===== src/rtl/surt_pkg.sv =====
`default_nettype none

package surt_pkg;

    // design defaults
    localparam int PAYLOAD_MAX_DEF = 32;
    localparam int PAYLOAD_CAP_MAX = 31;
    localparam int FILL_MAX        = 35;
    localparam int FILL_W          = 6;
    localparam logic [3:0] MAX_ROUNDS_RST = 4'd5;

    // input operations
    localparam logic [2:0] OP_LOAD    = 3'd0;
    localparam logic [2:0] OP_READ    = 3'd1;
    localparam logic [2:0] OP_WRITE   = 3'd2;
    localparam logic [2:0] OP_RX_BYTE = 3'd3;
    localparam logic [2:0] OP_TIMEOUT = 3'd4;

    // result kinds
    localparam logic [1:0] KIND_TX   = 2'd0;
    localparam logic [1:0] KIND_DATA = 2'd1;
    localparam logic [1:0] KIND_DONE = 2'd2;

    // frame and reply bytes
    localparam logic [7:0] SYNC_BYTE   = 8'hAA;
    localparam logic [7:0] DIR_READ    = 8'h01;
    localparam logic [7:0] DIR_WRITE   = 8'h00;
    localparam logic [7:0] READ_HDR    = 8'hBB;
    localparam logic [7:0] STATUS_HDR  = 8'hEE;
    localparam logic [7:0] CODE_OK     = 8'h01;
    localparam logic [7:0] CODE_RD_ERR = 8'h02;
    localparam logic [7:0] CODE_BADADR = 8'h03;
    localparam logic [7:0] CODE_OVRRUN = 8'h06;
    localparam logic [7:0] CODE_MAXLEN = 8'h07;
    localparam logic [7:0] CODE_CHARTO = 8'h0A;

    // final status codes
    localparam logic [3:0] ST_OK           = 4'd0;
    localparam logic [3:0] ST_UNKNOWN      = 4'd10;
    localparam logic [3:0] ST_UART_TIMEOUT = 4'd11;

    typedef enum logic [3:0] {
        S_IDLE, S_EXEC, S_JUDGE, S_SYNC, S_DIR, S_REG, S_LEN, S_PAY, S_DATA, S_FILL, S_DONE
    } t_state;

    typedef enum logic [2:0] {
        BSEL_SYNC, BSEL_DIR, BSEL_REG, BSEL_LEN, BSEL_PAY, BSEL_CODE, BSEL_ZERO
    } t_bsel;

    typedef enum logic [1:0] {
        DST_OK, DST_MAP, DST_TIMEOUT
    } t_dst;

    // controller to datapath
    typedef struct packed {
        logic  latch;
        logic  load_pay;
        logic  start;
        logic  finish;
        logic  store_hdr;
        logic  set_hc2;
        logic  retry;
        logic  bump_seen;
        logic  load_fill;
        logic  dec_fill;
        logic  st_load;
        t_dst  st_sel;
        logic  emit;
        logic [1:0] kind;
        t_bsel bsel;
        logic  last;
    } t_cmd;

    // datapath to controller
    typedef struct packed {
        logic [2:0] op;
        logic       busy;
        logic [1:0] hc;
        logic       hdr_bb;
        logic       hdr_ee;
        logic       is_write;
        logic       retry_ok;
        logic       round_lt_max;
        logic       code_ok;
        logic       len_zero;
        logic       data_end;
        logic       pay_full;
        logic       pay_empty;
        logic       pay_last;
        logic       fill_zero;
        logic       out_free;
    } t_stat;

    // sensor status code to final status
    function automatic logic [3:0] map_code(input logic [7:0] code);
        logic [3:0] res;
        res = ST_UNKNOWN;
        if (code >= 8'h02 && code <= 8'h0A) begin
            res = 4'(code - 8'd1);
        end
        return res;
    endfunction

    function automatic logic retryable(input logic [7:0] code, input logic wr);
        logic res;
        if (wr) begin
            res = (code == CODE_MAXLEN) || (code == CODE_BADADR) ||
                  (code == CODE_OVRRUN) || (code == CODE_CHARTO);
        end else begin
            res = (code == CODE_MAXLEN) || (code == CODE_RD_ERR) || (code == CODE_CHARTO);
        end
        return res;
    endfunction

endpackage

`default_nettype wire


===== src/rtl/surt_ctrl.sv =====
`default_nettype none

module surt_ctrl
    import surt_pkg::*;
(
    input  wire    i_clk,
    input  wire    i_rst_n,
    input  wire    i_in_valid,
    output logic   o_in_ready,
    input  t_stat  i_stat,
    output t_cmd   o_cmd
);

    t_state r_state;
    t_state n_state;

    // state register
    always_ff @(posedge i_clk) begin
        if (!i_rst_n) begin
            r_state <= S_IDLE;
        end else begin
            r_state <= n_state;
        end
    end

    // next state and commands
    always_comb begin
        n_state    = r_state;
        o_in_ready = 1'b0;
        o_cmd      = '0;
        o_cmd.st_sel = DST_OK;
        o_cmd.bsel   = BSEL_ZERO;
        o_cmd.kind   = KIND_TX;
        unique case (r_state)
            S_IDLE: begin
                o_in_ready = 1'b1;
                if (i_in_valid) begin
                    o_cmd.latch = 1'b1;
                    n_state     = S_EXEC;
                end
            end
            S_EXEC: begin
                n_state = S_IDLE;
                unique case (i_stat.op)
                    OP_LOAD: begin
                        if (!i_stat.busy && !i_stat.pay_full) begin
                            o_cmd.load_pay = 1'b1;
                        end
                    end
                    OP_READ, OP_WRITE: begin
                        if (!i_stat.busy) begin
                            o_cmd.start = 1'b1;
                            n_state     = S_SYNC;
                        end
                    end
                    OP_RX_BYTE: begin
                        if (i_stat.busy) begin
                            if (i_stat.hc == 2'd0) begin
                                o_cmd.store_hdr = 1'b1;
                            end else if (i_stat.hc == 2'd1) begin
                                o_cmd.set_hc2 = 1'b1;
                                if (i_stat.is_write || !i_stat.hdr_bb) begin
                                    n_state = S_JUDGE;
                                end else if (i_stat.len_zero) begin
                                    o_cmd.st_load = 1'b1;
                                    o_cmd.st_sel  = DST_OK;
                                    n_state       = S_DONE;
                                end
                            end else begin
                                n_state = S_DATA;
                            end
                        end
                    end
                    OP_TIMEOUT: begin
                        if (i_stat.busy) begin
                            if (i_stat.hc == 2'd0) begin
                                o_cmd.st_load = 1'b1;
                                o_cmd.st_sel  = DST_TIMEOUT;
                                n_state       = S_DONE;
                            end else if (i_stat.hc == 2'd1 &&
                                         (i_stat.is_write || !i_stat.hdr_bb)) begin
                                n_state = S_JUDGE;
                            end else begin
                                o_cmd.load_fill = 1'b1;
                                o_cmd.st_load   = 1'b1;
                                o_cmd.st_sel    = DST_OK;
                                n_state         = S_FILL;
                            end
                        end
                    end
                    default: begin
                        n_state = S_IDLE;
                    end
                endcase
            end
            S_JUDGE: begin
                o_cmd.st_load = 1'b1;
                n_state       = S_DONE;
                if (i_stat.hdr_ee && i_stat.retry_ok) begin
                    if (i_stat.round_lt_max) begin
                        o_cmd.st_load = 1'b0;
                        o_cmd.retry   = 1'b1;
                        n_state       = S_SYNC;
                    end else begin
                        o_cmd.st_sel = DST_MAP;
                    end
                end else if (i_stat.hdr_ee && i_stat.is_write && i_stat.code_ok) begin
                    o_cmd.st_sel = DST_OK;
                end else begin
                    o_cmd.st_sel = DST_MAP;
                end
            end
            // command frame, one byte per free output slot
            S_SYNC: begin
                if (i_stat.out_free) begin
                    o_cmd.emit = 1'b1;
                    o_cmd.bsel = BSEL_SYNC;
                    n_state    = S_DIR;
                end
            end
            S_DIR: begin
                if (i_stat.out_free) begin
                    o_cmd.emit = 1'b1;
                    o_cmd.bsel = BSEL_DIR;
                    n_state    = S_REG;
                end
            end
            S_REG: begin
                if (i_stat.out_free) begin
                    o_cmd.emit = 1'b1;
                    o_cmd.bsel = BSEL_REG;
                    n_state    = S_LEN;
                end
            end
            S_LEN: begin
                if (i_stat.out_free) begin
                    o_cmd.emit = 1'b1;
                    o_cmd.bsel = BSEL_LEN;
                    if (i_stat.is_write && !i_stat.pay_empty) begin
                        n_state = S_PAY;
                    end else if (i_stat.busy) begin
                        o_cmd.last = 1'b1;
                        n_state    = S_IDLE;
                    end else begin
                        o_cmd.st_load = 1'b1;
                        o_cmd.st_sel  = DST_OK;
                        n_state       = S_DONE;
                    end
                end
            end
            S_PAY: begin
                if (i_stat.out_free) begin
                    o_cmd.emit = 1'b1;
                    o_cmd.bsel = BSEL_PAY;
                    if (i_stat.pay_last) begin
                        if (i_stat.busy) begin
                            o_cmd.last = 1'b1;
                            n_state    = S_IDLE;
                        end else begin
                            o_cmd.st_load = 1'b1;
                            o_cmd.st_sel  = DST_OK;
                            n_state       = S_DONE;
                        end
                    end
                end
            end
            // one received data byte passed on
            S_DATA: begin
                if (i_stat.out_free) begin
                    o_cmd.emit      = 1'b1;
                    o_cmd.kind      = KIND_DATA;
                    o_cmd.bsel      = BSEL_CODE;
                    o_cmd.bump_seen = 1'b1;
                    if (i_stat.data_end) begin
                        o_cmd.st_load = 1'b1;
                        o_cmd.st_sel  = DST_OK;
                        n_state       = S_DONE;
                    end else begin
                        o_cmd.last = 1'b1;
                        n_state    = S_IDLE;
                    end
                end
            end
            // zeros for missing read bytes
            S_FILL: begin
                if (i_stat.fill_zero) begin
                    n_state = S_DONE;
                end else if (i_stat.out_free) begin
                    o_cmd.emit     = 1'b1;
                    o_cmd.kind     = KIND_DATA;
                    o_cmd.bsel     = BSEL_ZERO;
                    o_cmd.dec_fill = 1'b1;
                end
            end
            S_DONE: begin
                if (i_stat.out_free) begin
                    o_cmd.emit   = 1'b1;
                    o_cmd.kind   = KIND_DONE;
                    o_cmd.bsel   = BSEL_ZERO;
                    o_cmd.last   = 1'b1;
                    o_cmd.finish = 1'b1;
                    n_state      = S_IDLE;
                end
            end
            default: begin
                n_state = S_IDLE;
            end
        endcase
    end

endmodule

`default_nettype wire


===== src/rtl/surt_dp.sv =====
`default_nettype none

module surt_dp
    import surt_pkg::*;
#(
    parameter int PAYLOAD_MAX = PAYLOAD_MAX_DEF
)(
    input  wire         i_clk,
    input  wire         i_rst_n,
    input  wire         i_cfg_we,
    input  wire  [3:0]  i_cfg_data,
    input  wire  [2:0]  i_op,
    input  wire  [7:0]  i_reg_addr,
    input  wire  [7:0]  i_length,
    input  wire  [7:0]  i_in_byte,
    input  wire         i_expect_ack,
    input  wire         i_out_ready,
    input  t_cmd        i_cmd,
    output t_stat       o_stat,
    output logic        o_out_valid,
    output logic [1:0]  o_kind,
    output logic [7:0]  o_out_byte,
    output logic [3:0]  o_status,
    output logic        o_last
);

    localparam int CAP   = (PAYLOAD_MAX < PAYLOAD_CAP_MAX) ? PAYLOAD_MAX : PAYLOAD_CAP_MAX;
    localparam int CNT_W = $clog2(CAP + 1);
    localparam int IDX_W = (PAYLOAD_MAX > 1) ? $clog2(PAYLOAD_MAX) : 1;

    // latched input item
    logic [2:0]       r_op;
    logic [7:0]       r_reg_in;
    logic [7:0]       r_len_in;
    logic [7:0]       r_code;
    logic             r_ack;

    // transaction state
    logic [3:0]       r_max;
    logic             r_busy;
    logic             r_is_write;
    logic [7:0]       r_saved_reg;
    logic [7:0]       r_saved_len;
    logic [3:0]       r_round;
    logic [CNT_W-1:0] r_pay_cnt;
    logic [CNT_W-1:0] r_pay_idx;
    logic [CNT_W-1:0] n_pay_idx;
    logic [7:0]       r_seen;
    logic [7:0]       r_hdr;
    logic [1:0]       r_hc;
    logic [FILL_W-1:0] r_fill;
    logic [3:0]       r_done_st;

    logic [7:0]       r_mem [PAYLOAD_MAX];
    logic [7:0]       r_rd_data;

    logic [7:0]       w_missing;
    logic [7:0]       w_byte;
    logic             w_out_free;

    // configuration register
    always_ff @(posedge i_clk) begin
        if (!i_rst_n) begin
            r_max <= MAX_ROUNDS_RST;
        end else if (i_cfg_we) begin
            r_max <= i_cfg_data;
        end
    end

    // input latch, timeout carries a zero status code
    always_ff @(posedge i_clk) begin
        if (i_cmd.latch) begin
            r_op     <= i_op;
            r_reg_in <= i_reg_addr;
            r_len_in <= i_length;
            r_code   <= (i_op == OP_TIMEOUT) ? 8'h00 : i_in_byte;
            r_ack    <= i_expect_ack;
        end
    end

    // missing read bytes, capped
    always_comb begin
        w_missing = (r_saved_len > r_seen) ? (r_saved_len - r_seen) : 8'd0;
        if (w_missing > 8'(FILL_MAX)) begin
            w_missing = 8'(FILL_MAX);
        end
    end

    // transaction registers
    always_ff @(posedge i_clk) begin
        if (!i_rst_n) begin
            r_busy      <= 1'b0;
            r_is_write  <= 1'b0;
            r_saved_reg <= '0;
            r_saved_len <= '0;
            r_round     <= '0;
            r_pay_cnt   <= '0;
            r_seen      <= '0;
            r_hdr       <= '0;
            r_hc        <= '0;
            r_fill      <= '0;
            r_done_st   <= ST_OK;
        end else begin
            if (i_cmd.load_pay) begin
                r_pay_cnt <= r_pay_cnt + 1'b1;
            end
            if (i_cmd.start) begin
                r_busy      <= r_ack;
                r_is_write  <= (r_op == OP_WRITE);
                r_saved_reg <= r_reg_in;
                r_saved_len <= (r_op == OP_WRITE) ? 8'(r_pay_cnt) : r_len_in;
                r_round     <= 4'd1;
                r_hc        <= '0;
                r_hdr       <= '0;
                r_seen      <= '0;
            end
            if (i_cmd.retry) begin
                r_round <= r_round + 4'd1;
                r_hc    <= '0;
                r_hdr   <= '0;
                r_seen  <= '0;
            end
            if (i_cmd.store_hdr) begin
                r_hdr <= r_code;
                r_hc  <= 2'd1;
            end
            if (i_cmd.set_hc2) begin
                r_hc <= 2'd2;
            end
            if (i_cmd.bump_seen) begin
                r_seen <= r_seen + 8'd1;
            end
            if (i_cmd.load_fill) begin
                r_fill <= FILL_W'(w_missing);
            end else if (i_cmd.dec_fill) begin
                r_fill <= r_fill - 1'b1;
            end
            if (i_cmd.st_load) begin
                unique case (i_cmd.st_sel)
                    DST_OK:      r_done_st <= ST_OK;
                    DST_MAP:     r_done_st <= map_code(r_code);
                    DST_TIMEOUT: r_done_st <= ST_UART_TIMEOUT;
                    default:     r_done_st <= ST_UNKNOWN;
                endcase
            end
            if (i_cmd.finish) begin
                r_busy <= 1'b0;
                if (r_is_write) begin
                    r_pay_cnt <= '0;
                end
            end
        end
    end

    // payload read index, read address runs one step ahead
    always_comb begin
        n_pay_idx = r_pay_idx;
        if (i_cmd.start || i_cmd.retry) begin
            n_pay_idx = '0;
        end else if (i_cmd.emit && i_cmd.bsel == BSEL_PAY) begin
            n_pay_idx = r_pay_idx + 1'b1;
        end
    end

    always_ff @(posedge i_clk) begin
        if (!i_rst_n) begin
            r_pay_idx <= '0;
        end else begin
            r_pay_idx <= n_pay_idx;
        end
    end

    // payload memory
    always_ff @(posedge i_clk) begin
        if (i_cmd.load_pay) begin
            r_mem[IDX_W'(r_pay_cnt)] <= r_code;
        end
        r_rd_data <= r_mem[IDX_W'(n_pay_idx)];
    end

    // result byte select
    always_comb begin
        unique case (i_cmd.bsel)
            BSEL_SYNC: w_byte = SYNC_BYTE;
            BSEL_DIR:  w_byte = r_is_write ? DIR_WRITE : DIR_READ;
            BSEL_REG:  w_byte = r_saved_reg;
            BSEL_LEN:  w_byte = r_saved_len;
            BSEL_PAY:  w_byte = r_rd_data;
            BSEL_CODE: w_byte = r_code;
            default:   w_byte = 8'h00;
        endcase
    end

    // output register
    assign w_out_free = !o_out_valid || i_out_ready;

    always_ff @(posedge i_clk) begin
        if (!i_rst_n) begin
            o_out_valid <= 1'b0;
        end else if (i_cmd.emit) begin
            o_out_valid <= 1'b1;
        end else if (i_out_ready) begin
            o_out_valid <= 1'b0;
        end
    end

    always_ff @(posedge i_clk) begin
        if (i_cmd.emit) begin
            o_kind     <= i_cmd.kind;
            o_out_byte <= w_byte;
            o_status   <= (i_cmd.kind == KIND_DONE) ? r_done_st : ST_OK;
            o_last     <= i_cmd.last;
        end
    end

    // status to controller
    always_comb begin
        o_stat.op           = r_op;
        o_stat.busy         = r_busy;
        o_stat.hc           = r_hc;
        o_stat.hdr_bb       = (r_hdr == READ_HDR);
        o_stat.hdr_ee       = (r_hdr == STATUS_HDR);
        o_stat.is_write     = r_is_write;
        o_stat.retry_ok     = retryable(r_code, r_is_write);
        o_stat.round_lt_max = (r_round < r_max);
        o_stat.code_ok      = (r_code == CODE_OK);
        o_stat.len_zero     = (r_saved_len == 8'd0);
        o_stat.data_end     = ({1'b0, r_seen} + 9'd1) >= {1'b0, r_saved_len};
        o_stat.pay_full     = (r_pay_cnt >= CNT_W'(CAP));
        o_stat.pay_empty    = (r_pay_cnt == '0);
        o_stat.pay_last     = ((r_pay_idx + 1'b1) == r_pay_cnt);
        o_stat.fill_zero    = (r_fill == '0);
        o_stat.out_free     = w_out_free;
    end

`ifndef SYNTHESIS
    a_emit_free: assert property (@(posedge i_clk) disable iff (!i_rst_n)
        i_cmd.emit |-> w_out_free)
        else $error("result emitted into a full output register");

    a_pay_cap: assert property (@(posedge i_clk) disable iff (!i_rst_n)
        r_pay_cnt <= CNT_W'(CAP))
        else $error("payload count beyond capacity");

    a_hc_range: assert property (@(posedge i_clk) disable iff (!i_rst_n)
        r_hc != 2'd3)
        else $error("reply header count out of range");

    a_done_idle: assert property (@(posedge i_clk) disable iff (!i_rst_n)
        (i_cmd.emit && i_cmd.kind == KIND_DONE) |=> !r_busy)
        else $error("engine still busy after done result");

    a_done_last: assert property (@(posedge i_clk) disable iff (!i_rst_n)
        (i_cmd.emit && i_cmd.kind == KIND_DONE) |=> (o_last && o_out_byte == 8'h00))
        else $error("done result not marked last or carries data");
`endif

endmodule

`default_nettype wire


===== src/rtl/sensor_uart_register_transaction_core.sv =====
`default_nettype none

// Host-side engine for a sensor's UART register protocol. Load write payload
// bytes first (op 0), then start a read (op 1) or write (op 2); the engine
// sends 0xAA, direction, register, length and payload as transmit results,
// then parses received bytes (op 3) and timeouts (op 4) and ends each
// transaction with one done result carrying the final status. Retryable
// sensor errors resend the frame up to max_rounds attempts. Input items are
// taken one at a time: an item is accepted and then decoded, and each result
// it causes passes through the single output register. Back-pressure on the
// output stalls result generation but the register holds the last result
// while the next item is accepted. The configuration port is always ready.
module sensor_uart_register_transaction_core
    import surt_pkg::*;
#(
    parameter int PAYLOAD_MAX = PAYLOAD_MAX_DEF
)(
    input  wire         i_clk,
    input  wire         i_rst_n,
    // configuration: max_rounds
    input  wire         i_cfg_valid,
    output logic        o_cfg_ready,
    input  wire  [3:0]  i_cfg_data,
    // input items
    input  wire         s_axis_tvalid,
    output logic        s_axis_tready,
    input  wire  [31:0] s_axis_tdata,   // reg_addr[7:0], length[15:8], in_byte[23:16],
                                        // expect_ack[24], zero[31:25]
    input  wire  [2:0]  s_axis_tuser,   // op[2:0]
    // result items
    output logic        m_axis_tvalid,
    input  wire         m_axis_tready,
    output logic [15:0] m_axis_tdata,   // out_byte[7:0], status[11:8], zero[15:12]
    output logic [1:0]  m_axis_tuser,   // kind[1:0]
    output logic        m_axis_tlast
);

    t_cmd       w_cmd;
    t_stat      w_stat;
    logic [7:0] w_out_byte;
    logic [3:0] w_status;

    assign o_cfg_ready = 1'b1;

    // sequencer
    surt_ctrl u_ctrl (
        .i_clk      (i_clk),
        .i_rst_n    (i_rst_n),
        .i_in_valid (s_axis_tvalid),
        .o_in_ready (s_axis_tready),
        .i_stat     (w_stat),
        .o_cmd      (w_cmd)
    );

    // state, payload store and output register
    surt_dp #(
        .PAYLOAD_MAX (PAYLOAD_MAX)
    ) u_dp (
        .i_clk        (i_clk),
        .i_rst_n      (i_rst_n),
        .i_cfg_we     (i_cfg_valid),
        .i_cfg_data   (i_cfg_data),
        .i_op         (s_axis_tuser),
        .i_reg_addr   (s_axis_tdata[7:0]),
        .i_length     (s_axis_tdata[15:8]),
        .i_in_byte    (s_axis_tdata[23:16]),
        .i_expect_ack (s_axis_tdata[24]),
        .i_out_ready  (m_axis_tready),
        .i_cmd        (w_cmd),
        .o_stat       (w_stat),
        .o_out_valid  (m_axis_tvalid),
        .o_kind       (m_axis_tuser),
        .o_out_byte   (w_out_byte),
        .o_status     (w_status),
        .o_last       (m_axis_tlast)
    );

    assign m_axis_tdata = {4'h0, w_status, w_out_byte};

endmodule

`default_nettype wire

===== config.mk =====
export PLATFORM = sky130hd
export DESIGN_NAME = sensor_uart_register_transaction_core
export DESIGN_NICKNAME = d
export VERILOG_FILES = /design/src/rtl/surt_pkg.sv /design/src/rtl/surt_ctrl.sv /design/src/rtl/surt_dp.sv /design/src/rtl/sensor_uart_register_transaction_core.sv
export SDC_FILE = /design/constraint.sdc
export NUM_CORES = 1
export LEC_CHECK = 0
export BUFFER_PORTS_ARGS = -buffer_cell sky130_fd_sc_hd__buf_2
export CORE_ASPECT_RATIO = 0.7
export CORE_MARGIN = 8
export CORE_UTILIZATION = 35
export DETAILED_ROUTE_END_ITERATION = 12
export GPL_ROUTABILITY_DRIVEN = 1
export PLACE_DENSITY_LB_ADDON = 0.3
export REMOVE_ABC_BUFFERS = 1
export SETUP_SLACK_MARGIN = 0.15
export SLEW_MARGIN = 20
export SYNTH_ARGS = -nofsm -noshare
export SYNTH_HDL_FRONTEND = slang
export SYNTH_SLANG_ARGS = --single-unit

===== constraint.sdc =====
create_clock -name i_clk -period 8.9 [get_ports i_clk]
set_input_delay 1.335 -clock i_clk [delete_from_list [all_inputs] [get_ports i_clk]]
set_output_delay 1.335 -clock i_clk [all_outputs]
set_load 0.02 [all_outputs]

==> flow_summary.toml <==
[status]
status = "completed"

[synthesis]
syn_area_per_cell_um2 = 11.69
synthCells = 1408
synth_area_leaders = "edfxtp_1 55%, dfxtp_1 9.4%, nand2_1 6.3%"
ys_seq_elements = 376
seq_area_frac_synth_pct = 63.91
yosysTopAreaCell = "edfxtp_1"
postSynth.asyncResetShare_pct = 0
ys_types = 68
synth_edf_count = 299
synth_top_area_share_pct = 54.54
synth_ff_type = "edfxtp_1"
synthesis.area_mm2 = 0.01646
ys_warn_count = 0

[setup_path]
cp_cell_sequence = "buf_2, nor2b_1, o31ai_1, a21oi_1, o21a_4, buf_4, mux2i_1, a32oi_1, and3_1, a31oi_1, mux2i_1"
max_stage_delay_ns = 0.72
end_kind = "flop"
crit_fanout = 59
cp.required_ns = 9.29
rr_worst_depth = 13
r2r_slack_ns = 4.33
critPathKind = "primary input to flop"
cp.arrival_ns = 5.05
cp_slowest_cell = "buf_4"
worst_setup_path_start_kind = "primary input"
path_common_cell = "mux2i_1"

[detailed_routing]
drt_iter0_drc = 965
wl_per_cell_um = 19.95
drt_pass1_iterations = 8
wirelength_mm = 41.57
vias = 11057
vias_per_cell = 5.306
ant_nets = 0
drc = 0

[timing]
fmax_mhz = 214.6
skew_ns = 0.03053
maxSlewHeadroom_pct = 23.73
hold_violations = 0
finalSetupTns_ns = 0
setup_viol = 0
worst_slack_ns = 4.240
tightest_slew_ns = 1.138
rsz0062_at_grt = "no"
finalCriticalPeriod_ns = 4.660
period_share_pct = 52.36
maxSlewViolCount = 0

[layout]
area_growth_pct = 12.10
n_antenna_cell = 0
final_util_pct = 39.76
layout-drive-gt1-share_pct = 10.39
final_nets = 1521
largest_reg_flops = 256
regMostFlops = "u_dp.r_mem"

[floorplanning]
row_count = 66
design.core.area_mm2 = 0.04641
ios = 66
start_util_pct = 35.47
die_w_um = 275.2
die_area_mm2 = 0.05434
fp.dieH_um = 197.5

[clocking]
ctsHoldBuffers = 0
cts_resized = 0
root_buffer = "clkbuf_16"
post-cts-setup-buffers = 0
clkSlewWorstSetupHoldPaths_ns = 0.06
cts_buffers = 36
cts_tree = "yes"
htree_levels = 2
clk_path_buf_depth = 3
clock_latency_ns = 0.55
clock-sinks = 376

[place]
dpl_worst_slack_ns = 3.740
port_buffers = 53
hpwl_mm = 27.46
finalWeightedCongestion = 0.8471

[grt]
grt_overflow = 0
grt_pass1_wl_mm = 63.20
antenna_found_initial = 1
grt_pass1_vias = 10635
track_usage_pct = 14.99
grt_max_degree = 65

[power]
irDropWorstVdd_mv = 0.1347
leakage_uw = 0.006221
power.density_mw_per_mm2 = 232.8

[hold_path]
hold_path.class = "flop to flop"
hold_depth = 2

[job]
drv_cap = 0
## cell usage in the layout (no fill, tap or decap), types with 18 or more instances in the layout
cell / Yosys / layout
dfxtp_1: 77 / 77
nor2_1: 82 / 82
and3_1: 26 / 26
edfxtp_1: 299 / 299
clkbuf_16: 0 / 37
a31oi_1: 50 / 50
buf_2: 23 / 53
ha_1: 32 / 32
a21oi_1: 39 / 39
mux2i_1: 45 / 45
xnor2_1: 18 / 18
nor2b_1: 18 / 18
nand2_1: 278 / 278
buf_4: 8 / 25
nand3_1: 74 / 74
a32oi_1: 33 / 33
o21ai_0: 26 / 26
inv_1: 36 / 36
## layout make-up
class	count	area [um2]
clock buffer	45	965.9
clock inverter	21	138.9
fill	4453	27960
inverter	36	135.1
multi-input combinational	916	5475
sequential	376	10520
tap	612	765.7
timing repair buffer	78	452.9
## routing by layer
metal	global-route usage, %	part of all wire, %	vias up
li1	-	-	5225
met1	23.09	49	5428
met2	20.89	41	342
met3	3.447	7.8	62
met4	3.563	1.8	0
met5	0	0	-
## worst paths after layout
| check | start | to |
|---|---|---|
| setup reg to reg | u_dp.r_code[0]$_SDFFCE_PN0P_ | u_dp.r_rd_data[5]$_DFF_P_ |
| setup / recovery | m_axis_tready | u_dp.r_rd_data[4]$_DFF_P_ |
| hold reg to reg | u_dp.r_hdr[5]$_SDFFE_PN0P_ | u_dp.r_hdr[5]$_SDFFE_PN0P_ |
| hold / removal | u_dp.r_hdr[5]$_SDFFE_PN0P_ | u_dp.r_hdr[5]$_SDFFE_PN0P_ |
## worst max-delay path, delay by kind of cell
family / cells / cell delay [ns]
AO/OA/AOI/OAI: 5 / 1.70
buffers and inverters: 2 / 0.83
AND/OR/NAND/NOR: 2 / 0.69
multiplexers: 2 / 0.40
## cells in the mapped netlist (4+ instances only)
cell and n:
a22o_1 4, o211ai_1 6, ha_1 32, buf_2 23, buf_4 8, nand3_1 74
o31ai_1 4, nor4_1 9, nor3_1 16, or2_2 4, a21boi_0 15, nand3b_1 8
and2_1 11, a211oi_1 4, and3_1 26, nand2b_1 9, a32oi_1 33, edfxtp_1 299
clkbuf_1 45, nand2_1 278, xor2_1 15, a31oi_1 50, nor2b_1 18, nor2_1 82
inv_1 36, or4_1 4, nor3b_1 5, dfxtp_1 77, xnor2_1 18, a22oi_1 12
a21oi_1 39, buf_1 4, mux2i_1 45, o21ai_0 26, a21o_1 4, a311oi_1 4
nand4_1 10
## where the power goes
part	internal (uW)	switching, uW
Combinational	216	453
Clock	805	665
Sequential	2060	95.6
## per-stage QoR
stage | total power [uW] | hold slack, ns | std cells | instance area (um2)
6_report | 4296 | 0.4652 | 2084 | 18450
5_1_grt | 4467 | 0.4870 | 2084 | 18450
4_1_cts | 4315 | 0.4678 | 2084 | 18450
3_5_place_dp | 2859 | 0.4586 | 2018 | 17340
3_3_place_gp | 2845 | 0.4536 | 2018 | 17340
2_1_floorplan | 2592 | 0.4337 | 1328 | 16080
## cell families (layout without fill, tap and decap cells)
kind of cell	after synthesis	after routing	synth area share [%]
buffers and inverters	119	180	3.207
xor gates and xnor gates	33	33	1.756
adders and majority gates	33	33	2.554
other	2	5	0.04562
muxes	48	48	3.010
DFF	376	376	63.91
AOI/OAI and AO/OA	225	225	9.417
and+or+nand+nor	572	572	16.11
(Power assumes the default switching activity.)
